[src/design/rrts_pkg.sv]
// shared types and constants of the round robin thread scheduler
// no dependencies; used by rrts_ctrl, rrts_dpath and the top level
`default_nettype none
package rrts_pkg;

  // slot status codes
  localparam logic [1:0] ST_INVALID  = 2'd0;
  localparam logic [1:0] ST_ACTIVE   = 2'd1;
  localparam logic [1:0] ST_BLOCKED  = 2'd2;
  localparam logic [1:0] ST_FINISHED = 2'd3;

  // opcodes of an input word
  localparam logic [2:0] OP_CREATE = 3'd0;
  localparam logic [2:0] OP_YIELD  = 3'd1;
  localparam logic [2:0] OP_JOIN   = 3'd2;
  localparam logic [2:0] OP_EXIT   = 3'd3;
  localparam logic [2:0] OP_TICK   = 3'd4;

  localparam int unsigned OpWidth   = 3;
  localparam int unsigned SlotWidth = 3;
  localparam int unsigned DataWidth = 8;

  // commands from the controller to the datapath
  typedef struct packed {
    logic load_in;
    logic scan_run;
    logic rd_join;
    logic wr_join;
    logic wr_exit;
    logic wr_wake;
    logic push;
  } rrts_cmd_t;

  // status from the datapath to the controller
  typedef struct packed {
    logic [OpWidth-1:0] opcode;
    logic               preempt;
    logic               cur_act;
    logic               scan_hit;
    logic               scan_miss;
    logic               join_pre;
    logic               join_ok;
    logic               exit_jv;
    logic               out_free;
  } rrts_sts_t;

endpackage
`default_nettype wire

[src/design/rrts_ram.sv]
// generic single write port ram with registered read
// no dependencies
`default_nettype none
module rrts_ram #(
  parameter int unsigned WIDTH = 8,
  parameter int unsigned DEPTH = 8
) (
  input  wire logic                                 clk_i,
  input  wire logic                                 we_i,
  input  wire logic [((DEPTH > 1) ? $clog2(DEPTH) : 1)-1:0] waddr_i,
  input  wire logic [WIDTH-1:0]                     wdata_i,
  input  wire logic [((DEPTH > 1) ? $clog2(DEPTH) : 1)-1:0] raddr_i,
  output logic      [WIDTH-1:0]                     rdata_o
);

  logic [WIDTH-1:0] mem_q [DEPTH];
  logic [WIDTH-1:0] rdata_q;

  always_ff @(posedge clk_i) begin
    if (we_i) begin
      mem_q[waddr_i] <= wdata_i;
    end
    rdata_q <= mem_q[raddr_i];
  end

  assign rdata_o = rdata_q;

endmodule
`default_nettype wire

[src/design/rrts_ctrl.sv]
// controller state machine of the round robin thread scheduler
// depends on rrts_pkg (command and status structs, opcodes)
`default_nettype none
module rrts_ctrl (
  input  wire logic              clk_i,
  input  wire logic              rst_ni,
  input  wire logic              s_valid_i,
  output logic                   s_ready_o,
  input  wire rrts_pkg::rrts_sts_t sts_i,
  output rrts_pkg::rrts_cmd_t    cmd_o
);

  localparam logic [3:0] S_IDLE    = 4'd0;
  localparam logic [3:0] S_DECODE  = 4'd1;
  localparam logic [3:0] S_SCAN    = 4'd2;
  localparam logic [3:0] S_JOIN_RD = 4'd3;
  localparam logic [3:0] S_JOIN_EV = 4'd4;
  localparam logic [3:0] S_EXIT_RD = 4'd5;
  localparam logic [3:0] S_EXIT_EV = 4'd6;
  localparam logic [3:0] S_WAKE    = 4'd7;
  localparam logic [3:0] S_DONE    = 4'd8;

  logic [3:0] state_q, state_d;

  always_ff @(posedge clk_i or negedge rst_ni) begin
    if (!rst_ni) begin
      state_q <= S_IDLE;
    end else begin
      state_q <= state_d;
    end
  end

  assign s_ready_o = (state_q == S_IDLE);

  always_comb begin
    state_d = state_q;
    cmd_o   = '0;
    case (state_q)
      S_IDLE: begin
        if (s_valid_i) begin
          cmd_o.load_in = 1'b1;
          state_d       = S_DECODE;
        end
      end
      S_DECODE: begin
        case (sts_i.opcode)
          rrts_pkg::OP_CREATE, rrts_pkg::OP_YIELD: state_d = S_SCAN;
          rrts_pkg::OP_TICK: state_d = sts_i.preempt ? S_SCAN : S_DONE;
          rrts_pkg::OP_JOIN: state_d = sts_i.join_pre ? S_JOIN_RD : S_DONE;
          rrts_pkg::OP_EXIT: state_d = sts_i.cur_act ? S_EXIT_RD : S_DONE;
          default: state_d = S_DONE;
        endcase
      end
      S_SCAN: begin
        cmd_o.scan_run = 1'b1;
        if (sts_i.scan_hit || sts_i.scan_miss) begin
          state_d = S_DONE;
        end
      end
      S_JOIN_RD: begin
        cmd_o.rd_join = 1'b1;
        state_d       = S_JOIN_EV;
      end
      S_JOIN_EV: begin
        cmd_o.wr_join = sts_i.join_ok;
        state_d       = S_DONE;
      end
      S_EXIT_RD: begin
        // the datapath reads the running slot when no other read is asked for
        state_d = S_EXIT_EV;
      end
      S_EXIT_EV: begin
        cmd_o.wr_exit = 1'b1;
        state_d       = sts_i.exit_jv ? S_WAKE : S_SCAN;
      end
      S_WAKE: begin
        cmd_o.wr_wake = 1'b1;
        state_d       = S_DONE;
      end
      S_DONE: begin
        if (sts_i.out_free) begin
          cmd_o.push = 1'b1;
          state_d    = S_IDLE;
        end
      end
      default: state_d = S_IDLE;
    endcase
  end

endmodule
`default_nettype wire

[src/design/rrts_dpath.sv]
// datapath of the round robin thread scheduler: slot tables, scan counter,
// running slot and output register; depends on rrts_pkg and rrts_ram
`default_nettype none
module rrts_dpath #(
  parameter int unsigned SLOT_COUNT = 8
) (
  input  wire logic                               clk_i,
  input  wire logic                               rst_ni,
  input  wire logic                               cfg_we_i,
  input  wire logic                               cfg_wdata_i,
  input  wire logic [rrts_pkg::DataWidth-1:0]     s_data_i,
  output logic                                    m_valid_o,
  input  wire logic                               m_ready_i,
  output logic      [rrts_pkg::DataWidth-1:0]     m_data_o,
  input  wire rrts_pkg::rrts_cmd_t                cmd_i,
  output rrts_pkg::rrts_sts_t                     sts_o
);

  localparam int unsigned SW = (SLOT_COUNT > 1) ? $clog2(SLOT_COUNT) : 1;
  localparam int unsigned CW = SW + 1;
  localparam int unsigned XW = (SW > rrts_pkg::SlotWidth) ? SW : rrts_pkg::SlotWidth;
  localparam int unsigned TW = XW + 1;
  localparam int unsigned JW = SW + 1;
  localparam logic [CW-1:0] CountN = CW'(SLOT_COUNT);

  logic [rrts_pkg::OpWidth-1:0]   op_q;
  logic [rrts_pkg::SlotWidth-1:0] tgt_q;
  logic [SW-1:0] cur_q, cur_d;
  logic          cur_act_q, cur_act_d;
  logic          preempt_q;
  logic [CW-1:0] cnt_q, cnt_d;
  logic          issued_q, issued_d;
  logic          last_q, last_d;
  logic [SW-1:0] raddr_q, raddr;
  logic [SW-1:0] new_q, new_d;
  logic          succ_q, succ_d;
  logic [SW-1:0] j_q;
  logic          out_valid_q;
  logic [rrts_pkg::DataWidth-1:0] out_q;
  logic [SLOT_COUNT-1:0] st_vld_q, jn_vld_q;

  // ram ports
  logic          st_we, jn_we;
  logic [SW-1:0] st_waddr, jn_waddr;
  logic [1:0]    st_wdata, st_rdata, st_ent;
  logic [JW-1:0] jn_wdata, jn_rdata, jn_ent;

  rrts_ram #(.WIDTH(2), .DEPTH(SLOT_COUNT)) u_st_ram (
    .clk_i   (clk_i),
    .we_i    (st_we),
    .waddr_i (st_waddr),
    .wdata_i (st_wdata),
    .raddr_i (raddr),
    .rdata_o (st_rdata)
  );

  rrts_ram #(.WIDTH(JW), .DEPTH(SLOT_COUNT)) u_jn_ram (
    .clk_i   (clk_i),
    .we_i    (jn_we),
    .waddr_i (jn_waddr),
    .wdata_i (jn_wdata),
    .raddr_i (raddr),
    .rdata_o (jn_rdata)
  );

  // entries never written read as their reset value
  assign st_ent = st_vld_q[raddr_q] ? st_rdata :
                  ((raddr_q == '0) ? rrts_pkg::ST_ACTIVE : rrts_pkg::ST_INVALID);
  assign jn_ent = jn_vld_q[raddr_q] ? jn_rdata : '0;

  // scan address generation
  logic          is_create;
  logic [CW-1:0] limit, base, sum;
  logic [SW-1:0] scan_addr;
  logic          scan_issue, match, scan_eval, hit, miss;

  assign is_create  = (op_q == rrts_pkg::OP_CREATE);
  assign limit      = is_create ? (CountN - CW'(1)) : CountN;
  assign base       = is_create ? '0 : CW'(cur_q);
  assign sum        = base + cnt_q;
  assign scan_addr  = (sum >= CountN) ? SW'(sum - CountN) : SW'(sum);
  assign scan_issue = cmd_i.scan_run && (cnt_q <= limit);
  assign match      = is_create ? (st_ent == rrts_pkg::ST_INVALID) :
                                  (st_ent == rrts_pkg::ST_ACTIVE);
  assign scan_eval  = cmd_i.scan_run && issued_q;
  assign hit        = scan_eval && match;
  assign miss       = scan_eval && last_q && !match;

  // join target check
  logic [TW-1:0] tgt_w;
  logic [SW-1:0] tgt_idx;
  logic          join_pre;

  assign tgt_w    = TW'(tgt_q);
  assign tgt_idx  = tgt_w[SW-1:0];
  assign join_pre = (tgt_w < TW'(SLOT_COUNT)) && (tgt_idx != cur_q) && cur_act_q;

  always_comb begin
    if (scan_issue) begin
      raddr = scan_addr;
    end else if (cmd_i.rd_join) begin
      raddr = tgt_idx;
    end else begin
      raddr = cur_q;
    end
  end

  always_comb begin
    cnt_d     = cmd_i.scan_run ? cnt_q : CW'(1);
    issued_d  = scan_issue;
    last_d    = scan_issue && (cnt_q == limit);
    if (scan_issue) begin
      cnt_d = cnt_q + CW'(1);
    end
    cur_d     = cur_q;
    cur_act_d = cur_act_q;
    new_d     = new_q;
    succ_d    = succ_q;
    st_we     = 1'b0;
    st_waddr  = cur_q;
    st_wdata  = rrts_pkg::ST_ACTIVE;
    jn_we     = 1'b0;
    jn_waddr  = cur_q;
    jn_wdata  = '0;

    if (cmd_i.load_in) begin
      new_d  = '0;
      succ_d = 1'b0;
    end

    if (hit) begin
      succ_d = 1'b1;
      if (is_create) begin
        // new thread: active with a cleared joiner
        new_d    = raddr_q;
        st_we    = 1'b1;
        st_waddr = raddr_q;
        jn_we    = 1'b1;
        jn_waddr = raddr_q;
      end else begin
        cur_d     = raddr_q;
        cur_act_d = 1'b1;
      end
    end

    if (cmd_i.wr_join) begin
      st_we     = 1'b1;
      st_waddr  = cur_q;
      st_wdata  = rrts_pkg::ST_BLOCKED;
      jn_we     = 1'b1;
      jn_waddr  = tgt_idx;
      jn_wdata  = {1'b1, cur_q};
      cur_d     = tgt_idx;
      cur_act_d = 1'b1;
      succ_d    = 1'b1;
    end

    if (cmd_i.wr_exit) begin
      st_we     = 1'b1;
      st_waddr  = cur_q;
      st_wdata  = rrts_pkg::ST_FINISHED;
      jn_we     = 1'b1;
      jn_waddr  = cur_q;
      jn_wdata  = {1'b0, jn_ent[SW-1:0]};
      cur_act_d = 1'b0;
    end

    if (cmd_i.wr_wake) begin
      st_we     = 1'b1;
      st_waddr  = j_q;
      st_wdata  = rrts_pkg::ST_ACTIVE;
      cur_d     = j_q;
      cur_act_d = 1'b1;
      succ_d    = 1'b1;
    end
  end

  logic join_ok;
  assign join_ok = (st_ent == rrts_pkg::ST_ACTIVE) && !jn_ent[SW];

  // result word: running slot, new slot, success
  logic [XW-1:0] cur_x, new_x;
  assign cur_x = XW'(cur_q);
  assign new_x = XW'(new_q);

  always_ff @(posedge clk_i or negedge rst_ni) begin
    if (!rst_ni) begin
      cur_q       <= '0;
      cur_act_q   <= 1'b1;
      preempt_q   <= 1'b0;
      cnt_q       <= CW'(1);
      issued_q    <= 1'b0;
      last_q      <= 1'b0;
      out_valid_q <= 1'b0;
      st_vld_q    <= '0;
      jn_vld_q    <= '0;
    end else begin
      cur_q     <= cur_d;
      cur_act_q <= cur_act_d;
      cnt_q     <= cnt_d;
      issued_q  <= issued_d;
      last_q    <= last_d;
      if (cfg_we_i) begin
        preempt_q <= cfg_wdata_i;
      end
      if (st_we) begin
        st_vld_q[st_waddr] <= 1'b1;
      end
      if (jn_we) begin
        jn_vld_q[jn_waddr] <= 1'b1;
      end
      if (cmd_i.push) begin
        out_valid_q <= 1'b1;
      end else if (m_ready_i) begin
        out_valid_q <= 1'b0;
      end
    end
  end

  always_ff @(posedge clk_i) begin
    raddr_q <= raddr;
    new_q   <= new_d;
    succ_q  <= succ_d;
    if (cmd_i.load_in) begin
      op_q  <= s_data_i[rrts_pkg::OpWidth-1:0];
      tgt_q <= s_data_i[rrts_pkg::OpWidth +: rrts_pkg::SlotWidth];
    end
    if (cmd_i.wr_exit) begin
      j_q <= jn_ent[SW-1:0];
    end
    if (cmd_i.push) begin
      out_q <= {1'b0, succ_q, new_x[2:0], cur_x[2:0]};
    end
  end

  assign m_valid_o = out_valid_q;
  assign m_data_o  = out_q;

  always_comb begin
    sts_o           = '0;
    sts_o.opcode    = op_q;
    sts_o.preempt   = preempt_q;
    sts_o.cur_act   = cur_act_q;
    sts_o.scan_hit  = hit;
    sts_o.scan_miss = miss;
    sts_o.join_pre  = join_pre;
    sts_o.join_ok   = join_ok;
    sts_o.exit_jv   = jn_ent[SW];
    sts_o.out_free  = !out_valid_q || m_ready_i;
  end

endmodule
`default_nettype wire

[src/design/round_robin_thread_scheduler.sv]
// top level of the round robin thread scheduler
// depends on rrts_pkg, rrts_ctrl, rrts_dpath (and rrts_ram below it)
`default_nettype none
// Round robin thread scheduler. Keeps SLOT_COUNT thread slots (invalid,
// active, blocked or finished), a joiner per slot and the running slot,
// and answers every input word with exactly one result word. Create takes
// the lowest invalid slot from 1 up; yield and an enabled timer tick scan
// round robin from the slot after the running one; join blocks the
// running slot on an active target; exit finishes the running slot and
// wakes its joiner or scans. One word is handled at a time. Slot tables
// sit in two small rams with one read port each, so the scan looks at one
// slot per cycle and stops at the first slot that it finds. Tick with
// preemption off and undefined opcodes only return a result word. The
// result sits in an output register, so a finished word may wait for
// m_axis_tready while the next input word is taken. The user must see
// that the preemption register is written with cfg_we_i and cfg_wdata_i
// only while the block is idle; the block does not enforce this itself.
module round_robin_thread_scheduler #(
  parameter int unsigned SLOT_COUNT = 8
) (
  input  wire logic       clk_i,
  input  wire logic       rst_ni,
  // preempt_enable register
  input  wire logic       cfg_we_i,
  input  wire logic       cfg_wdata_i,
  // input words
  input  wire logic       s_axis_tvalid,
  output logic            s_axis_tready,
  input  wire logic [7:0] s_axis_tdata,  // opcode [2:0], target_thread [5:3], zero [7:6]
  // result words
  output logic            m_axis_tvalid,
  input  wire logic       m_axis_tready,
  output logic      [7:0] m_axis_tdata   // running_slot [2:0], new_slot [5:3], success [6]
);

  rrts_pkg::rrts_cmd_t cmd;
  rrts_pkg::rrts_sts_t sts;

  // sequencing of one word
  rrts_ctrl u_ctrl (
    .clk_i     (clk_i),
    .rst_ni    (rst_ni),
    .s_valid_i (s_axis_tvalid),
    .s_ready_o (s_axis_tready),
    .sts_i     (sts),
    .cmd_o     (cmd)
  );

  // slot tables, scan and output register
  rrts_dpath #(.SLOT_COUNT(SLOT_COUNT)) u_dpath (
    .clk_i       (clk_i),
    .rst_ni      (rst_ni),
    .cfg_we_i    (cfg_we_i),
    .cfg_wdata_i (cfg_wdata_i),
    .s_data_i    (s_axis_tdata),
    .m_valid_o   (m_axis_tvalid),
    .m_ready_i   (m_axis_tready),
    .m_data_o    (m_axis_tdata),
    .cmd_i       (cmd),
    .sts_o       (sts)
  );

endmodule
`default_nettype wire

[config.mk]
export PLATFORM = sky130hd
export DESIGN_NAME = round_robin_thread_scheduler
export DESIGN_NICKNAME = d
export VERILOG_FILES = /design/src/design/rrts_pkg.sv /design/src/design/rrts_ram.sv /design/src/design/rrts_ctrl.sv /design/src/design/rrts_dpath.sv /design/src/design/round_robin_thread_scheduler.sv
export SDC_FILE = /design/constraint.sdc
export NUM_CORES = 1
export LEC_CHECK = 0
export BUFFER_PORTS_ARGS = -buffer_cell sky130_fd_sc_hd__buf_4
export CELL_PAD_IN_SITES_DETAIL_PLACEMENT = 0
export CELL_PAD_IN_SITES_GLOBAL_PLACEMENT = 2
export CORE_MARGIN = 2
export CORE_UTILIZATION = 46
export CTS_BUF_LIST = sky130_fd_sc_hd__clkbuf_16
export CTS_CLUSTER_SIZE = 14
export DETAILED_ROUTE_END_ITERATION = 8
export PLACE_DENSITY_LB_ADDON = 0.1
export SLEW_MARGIN = 10
export SYNTH_ARGS = -nofsm -noshare
export SYNTH_HDL_FRONTEND = slang
export SYNTH_SLANG_ARGS = --single-unit
[constraint.sdc]
create_clock -name clk_i -period 8.5 [get_ports clk_i]
set_input_delay 1.7 -clock clk_i [delete_from_list [all_inputs] [get_ports clk_i]]
set_output_delay 1.7 -clock clk_i [all_outputs]
set_load 0.005 [all_outputs]
==> results.yml <==
place:
  port_buffers: 20
  hpwl_um: 8660
  gp_congestion: 0.843
  dpl-instance-area_um2: 5560
  dp_cells: 585
  pre_cts_slack_ns: 4.04
global_route:
  grt_pass1_wl_um: 19200
  grt_max_degree: 33
  met2_usage_pct: 31.3
  grt_pass1_vias: 3433
  busiest_layer: "met2"
  gr-total-overflow: 0
  grt_util_met1_pct: 28.8
  use_met3_pct: 4.97
  antenna_found_initial: 0
  grt_use_total_pct: 20.3
sta:
  hold_viol_final: 0
  rsz0062_at_grt: "false"
  fin_skew_ns: 0.0105
  tns_ns: 0
  worst_pin_slew_ns: 0.850
  worst_slack_ns: 4.02
  slew_headroom_pct: 43.3
  period_minus_slack_ns: 4.48
  setup_viol: 0
  finalCritPeriodShare_pct: 52.7
  drv_slew: 0
  max_freq_mhz: 223
clock_tree:
  h-tree-depth: 3
  clk_pin_slew_ns: 0.08
  post_cts_buffers: 0
  clk_path_buf_depth: 2
  cts_num_sinks: 109
  cts_tree: "done"
  cts_buffers: 9
  cts_resized: 0
  clockRootBuffer: "clkbuf_16"
  ctsHoldBuffers: 0
  worst_skew_pair.late_latency_ns: 0.36
setup_path:
  timing.rr.end: "u_dpath.u_jn_ram.rdata_o[3]$_DFF_P_"
  r2r-start: "u_dpath.op_q[2]$_DFFE_PP_"
  crit_type: "flip-flop to flip-flop"
  worstPathArrival_ns: 4.70
  reg2reg_setup_slack_ns: 4.02
  cp-end-kind: "flip-flop"
  r2r_cells: 11
  start_kind: "flip-flop"
  crit_fanout: 19
  cp.required_ns: 8.72
final_layout:
  fillers: 1036
  antenna_cells: 0
  layout_common_cells: "edfxtp_1, nor2_1, dfrtp_1"
  final_area_um2: 5850
  final_cell_count_no_fill: 601
  syn2layout_area_growth_pct: 8.92
  fin_nets: 472
  layout_commonest_cell: "edfxtp_1"
  layout-drive-gt1-share_pct: 16.2
drt:
  drcViolationCount: 0
  via_count: 3519
  route.detailed.wl_per_inst_um: 20.0
  vias_per_cell: 5.86
  drtIter0Drc: 256
  drt-total-wl_um: 12000
  first_pass_iters: 4
  antenna_left: 0
logic_synthesis:
  postSynthAreaPerCell_um2: 12.0
  synth_edf_count: 64
  ys_types: 86
  ys_warn_count: 0
  ys_seq_area_share_pct: 55.6
  synth_area_um2: 5370
  synth_top_cell_by_area: "edfxtp_1"
  synth_area_leaders: "edfxtp_1, dfrtp_1, dfxtp_1"
  syn_inst: 447
  synthFlopType: "edfxtp_1"
  synth_top_area_share_pct: 35.8
  synth-async-reset-ratio_pct: 29.4
  ys_seq_elements: 109
  syn_nets: 466
floorplanning:
  dieArea_um2: 12600
  fp.dieH_um: 112
  core_area_um2: 11400
  rows: 39
  dieWidth_um: 112
  floorplan.initialDensity_pct: 47.0
  ios: 24
hold_path:
  hold_class: "flip-flop to flip-flop"
  hold_start: "u_dpath.new_q[2]$_DFF_P_"
  hold_end: "u_dpath.m_data_o[5]$_DFFE_PP_"
  worstHoldPathCells: 0
run_status:
  status: "complete, no violations"
power:
  p_leak_nw: 2.20
  ir_drop_uv: 183
  p_per_area_nw_per_um2: 328
run:
  maxCapViolCount: 0
[registers in the layout, indices dropped and copies added, names as in the netlist, 4 cells and up]
name / cells
u_dpath.st_vld_q: 8
u_ctrl.state_q: 4
u_dpath.u_jn_ram.rdata_o: 4
u_dpath.u_jn_ram.mem_q: 32
u_dpath.u_st_ram.mem_q: 16
u_dpath.cnt_q: 4
u_dpath.m_data_o: 7
u_dpath.jn_vld_q: 8
[critical path, cell delays in order, from the launching register on]
cell and delay (ns):
edfxtp_1 0.48, nor3_4 0.65, inv_1 0.33, ha_1 0.39
o21a_1 0.22, a221o_4 0.44, nand3_4 0.15, or3_1 0.52
and2_4 0.43, clkinv_8 0.12, mux2i_1 0.15, a2111oi_1 0.46
[worst max-delay path by stage]
stage / from / end / slack, ns / cells past startpoint
3_5_place_dp: u_dpath.op_q[2]$_DFFE_PP_ / u_dpath.u_jn_ram.rdata_o[3]$_DFF_P_ / 4.04 / 11
4_1_cts: u_dpath.op_q[2]$_DFFE_PP_ / u_dpath.u_jn_ram.rdata_o[3]$_DFF_P_ / 3.96 / 11
3_3_place_gp: u_dpath.op_q[2]$_DFFE_PP_ / u_dpath.u_jn_ram.rdata_o[3]$_DFF_P_ / 4.11 / 11
6_report: u_dpath.op_q[2]$_DFFE_PP_ / u_dpath.u_jn_ram.rdata_o[3]$_DFF_P_ / 4.02 / 11
2_1_floorplan: u_dpath.op_q[2]$_DFFE_PP_ / u_dpath.u_jn_ram.rdata_o[2]$_DFF_P_ / 5.36 / 14
5_1_grt: u_dpath.op_q[2]$_DFFE_PP_ / u_dpath.u_jn_ram.rdata_o[3]$_DFF_P_ / 3.76 / 11
[synthesized netlist by cell type, types with 5 or more instances]
| master | n |
|---|---|
| and3_1 | 7 |
| dfxtp_1 | 13 |
| o21ai_0 | 9 |
| or2_1 | 5 |
| nand2_1 | 29 |
| o21bai_1 | 11 |
| nand4_1 | 5 |
| a21oi_1 | 15 |
| mux2i_1 | 13 |
| nor2b_1 | 7 |
| nor3_1 | 7 |
| inv_1 | 11 |
| a21boi_0 | 18 |
| xor2_1 | 6 |
| clkbuf_1 | 13 |
| dfrtp_1 | 30 |
| nor2_1 | 37 |
| a211oi_1 | 20 |
| nand2b_1 | 6 |
| edfxtp_1 | 64 |
[metrics by stage]
stage          power (mW)  util [%]  hold slack [ns]
2_1_floorplan        1.33         -            0.408
3_3_place_gp         1.51      48.7            0.420
3_5_place_dp         1.52      48.7            0.418
4_1_cts              1.94      51.2            0.441
5_1_grt              2.03      51.2            0.456
6_report             1.92      51.2            0.438
[layout make-up]
class	instances	area [um2]	share of cell area, %
clock buffer	9	225	3.85
clock inverter	7	70.1	1.20
inverter	13	61.3	1.05
multi-input combinational	298	2160	37.0
sequential	109	2990	51.0
tap	143	179	3.06
timing repair buffer	22	165	2.82
[per-layer routing]
layer  vias up  part of all wire, %  wire (um)
li1       1698                    -          -
met1      1737                   48       5770
met2        76                   47       5640
met3         8                  4.3        516
met4         0                 0.93        112
met5         -                    0          0
[cells by family after synthesis]
| kind of cell | after synthesis | share of synthesized area, % |
|---|---|---|
| compound gates | 126 | 18.5 |
| xor+xnor | 9 | 1.47 |
| fa+ha+maj | 5 | 1.30 |
| buf+inv | 40 | 4.12 |
| flops | 109 | 55.6 |
| mux | 21 | 4.94 |
| other cells | 1 | 0.0698 |
| simple gates | 136 | 14.0 |
[power breakdown]
group | switching, mW | internal (mW)
Combinational | 0.404 | 0.298
Clock | 0.203 | 0.206
Sequential | 0.137 | 0.668
Power figures use the tool's default switching activity.
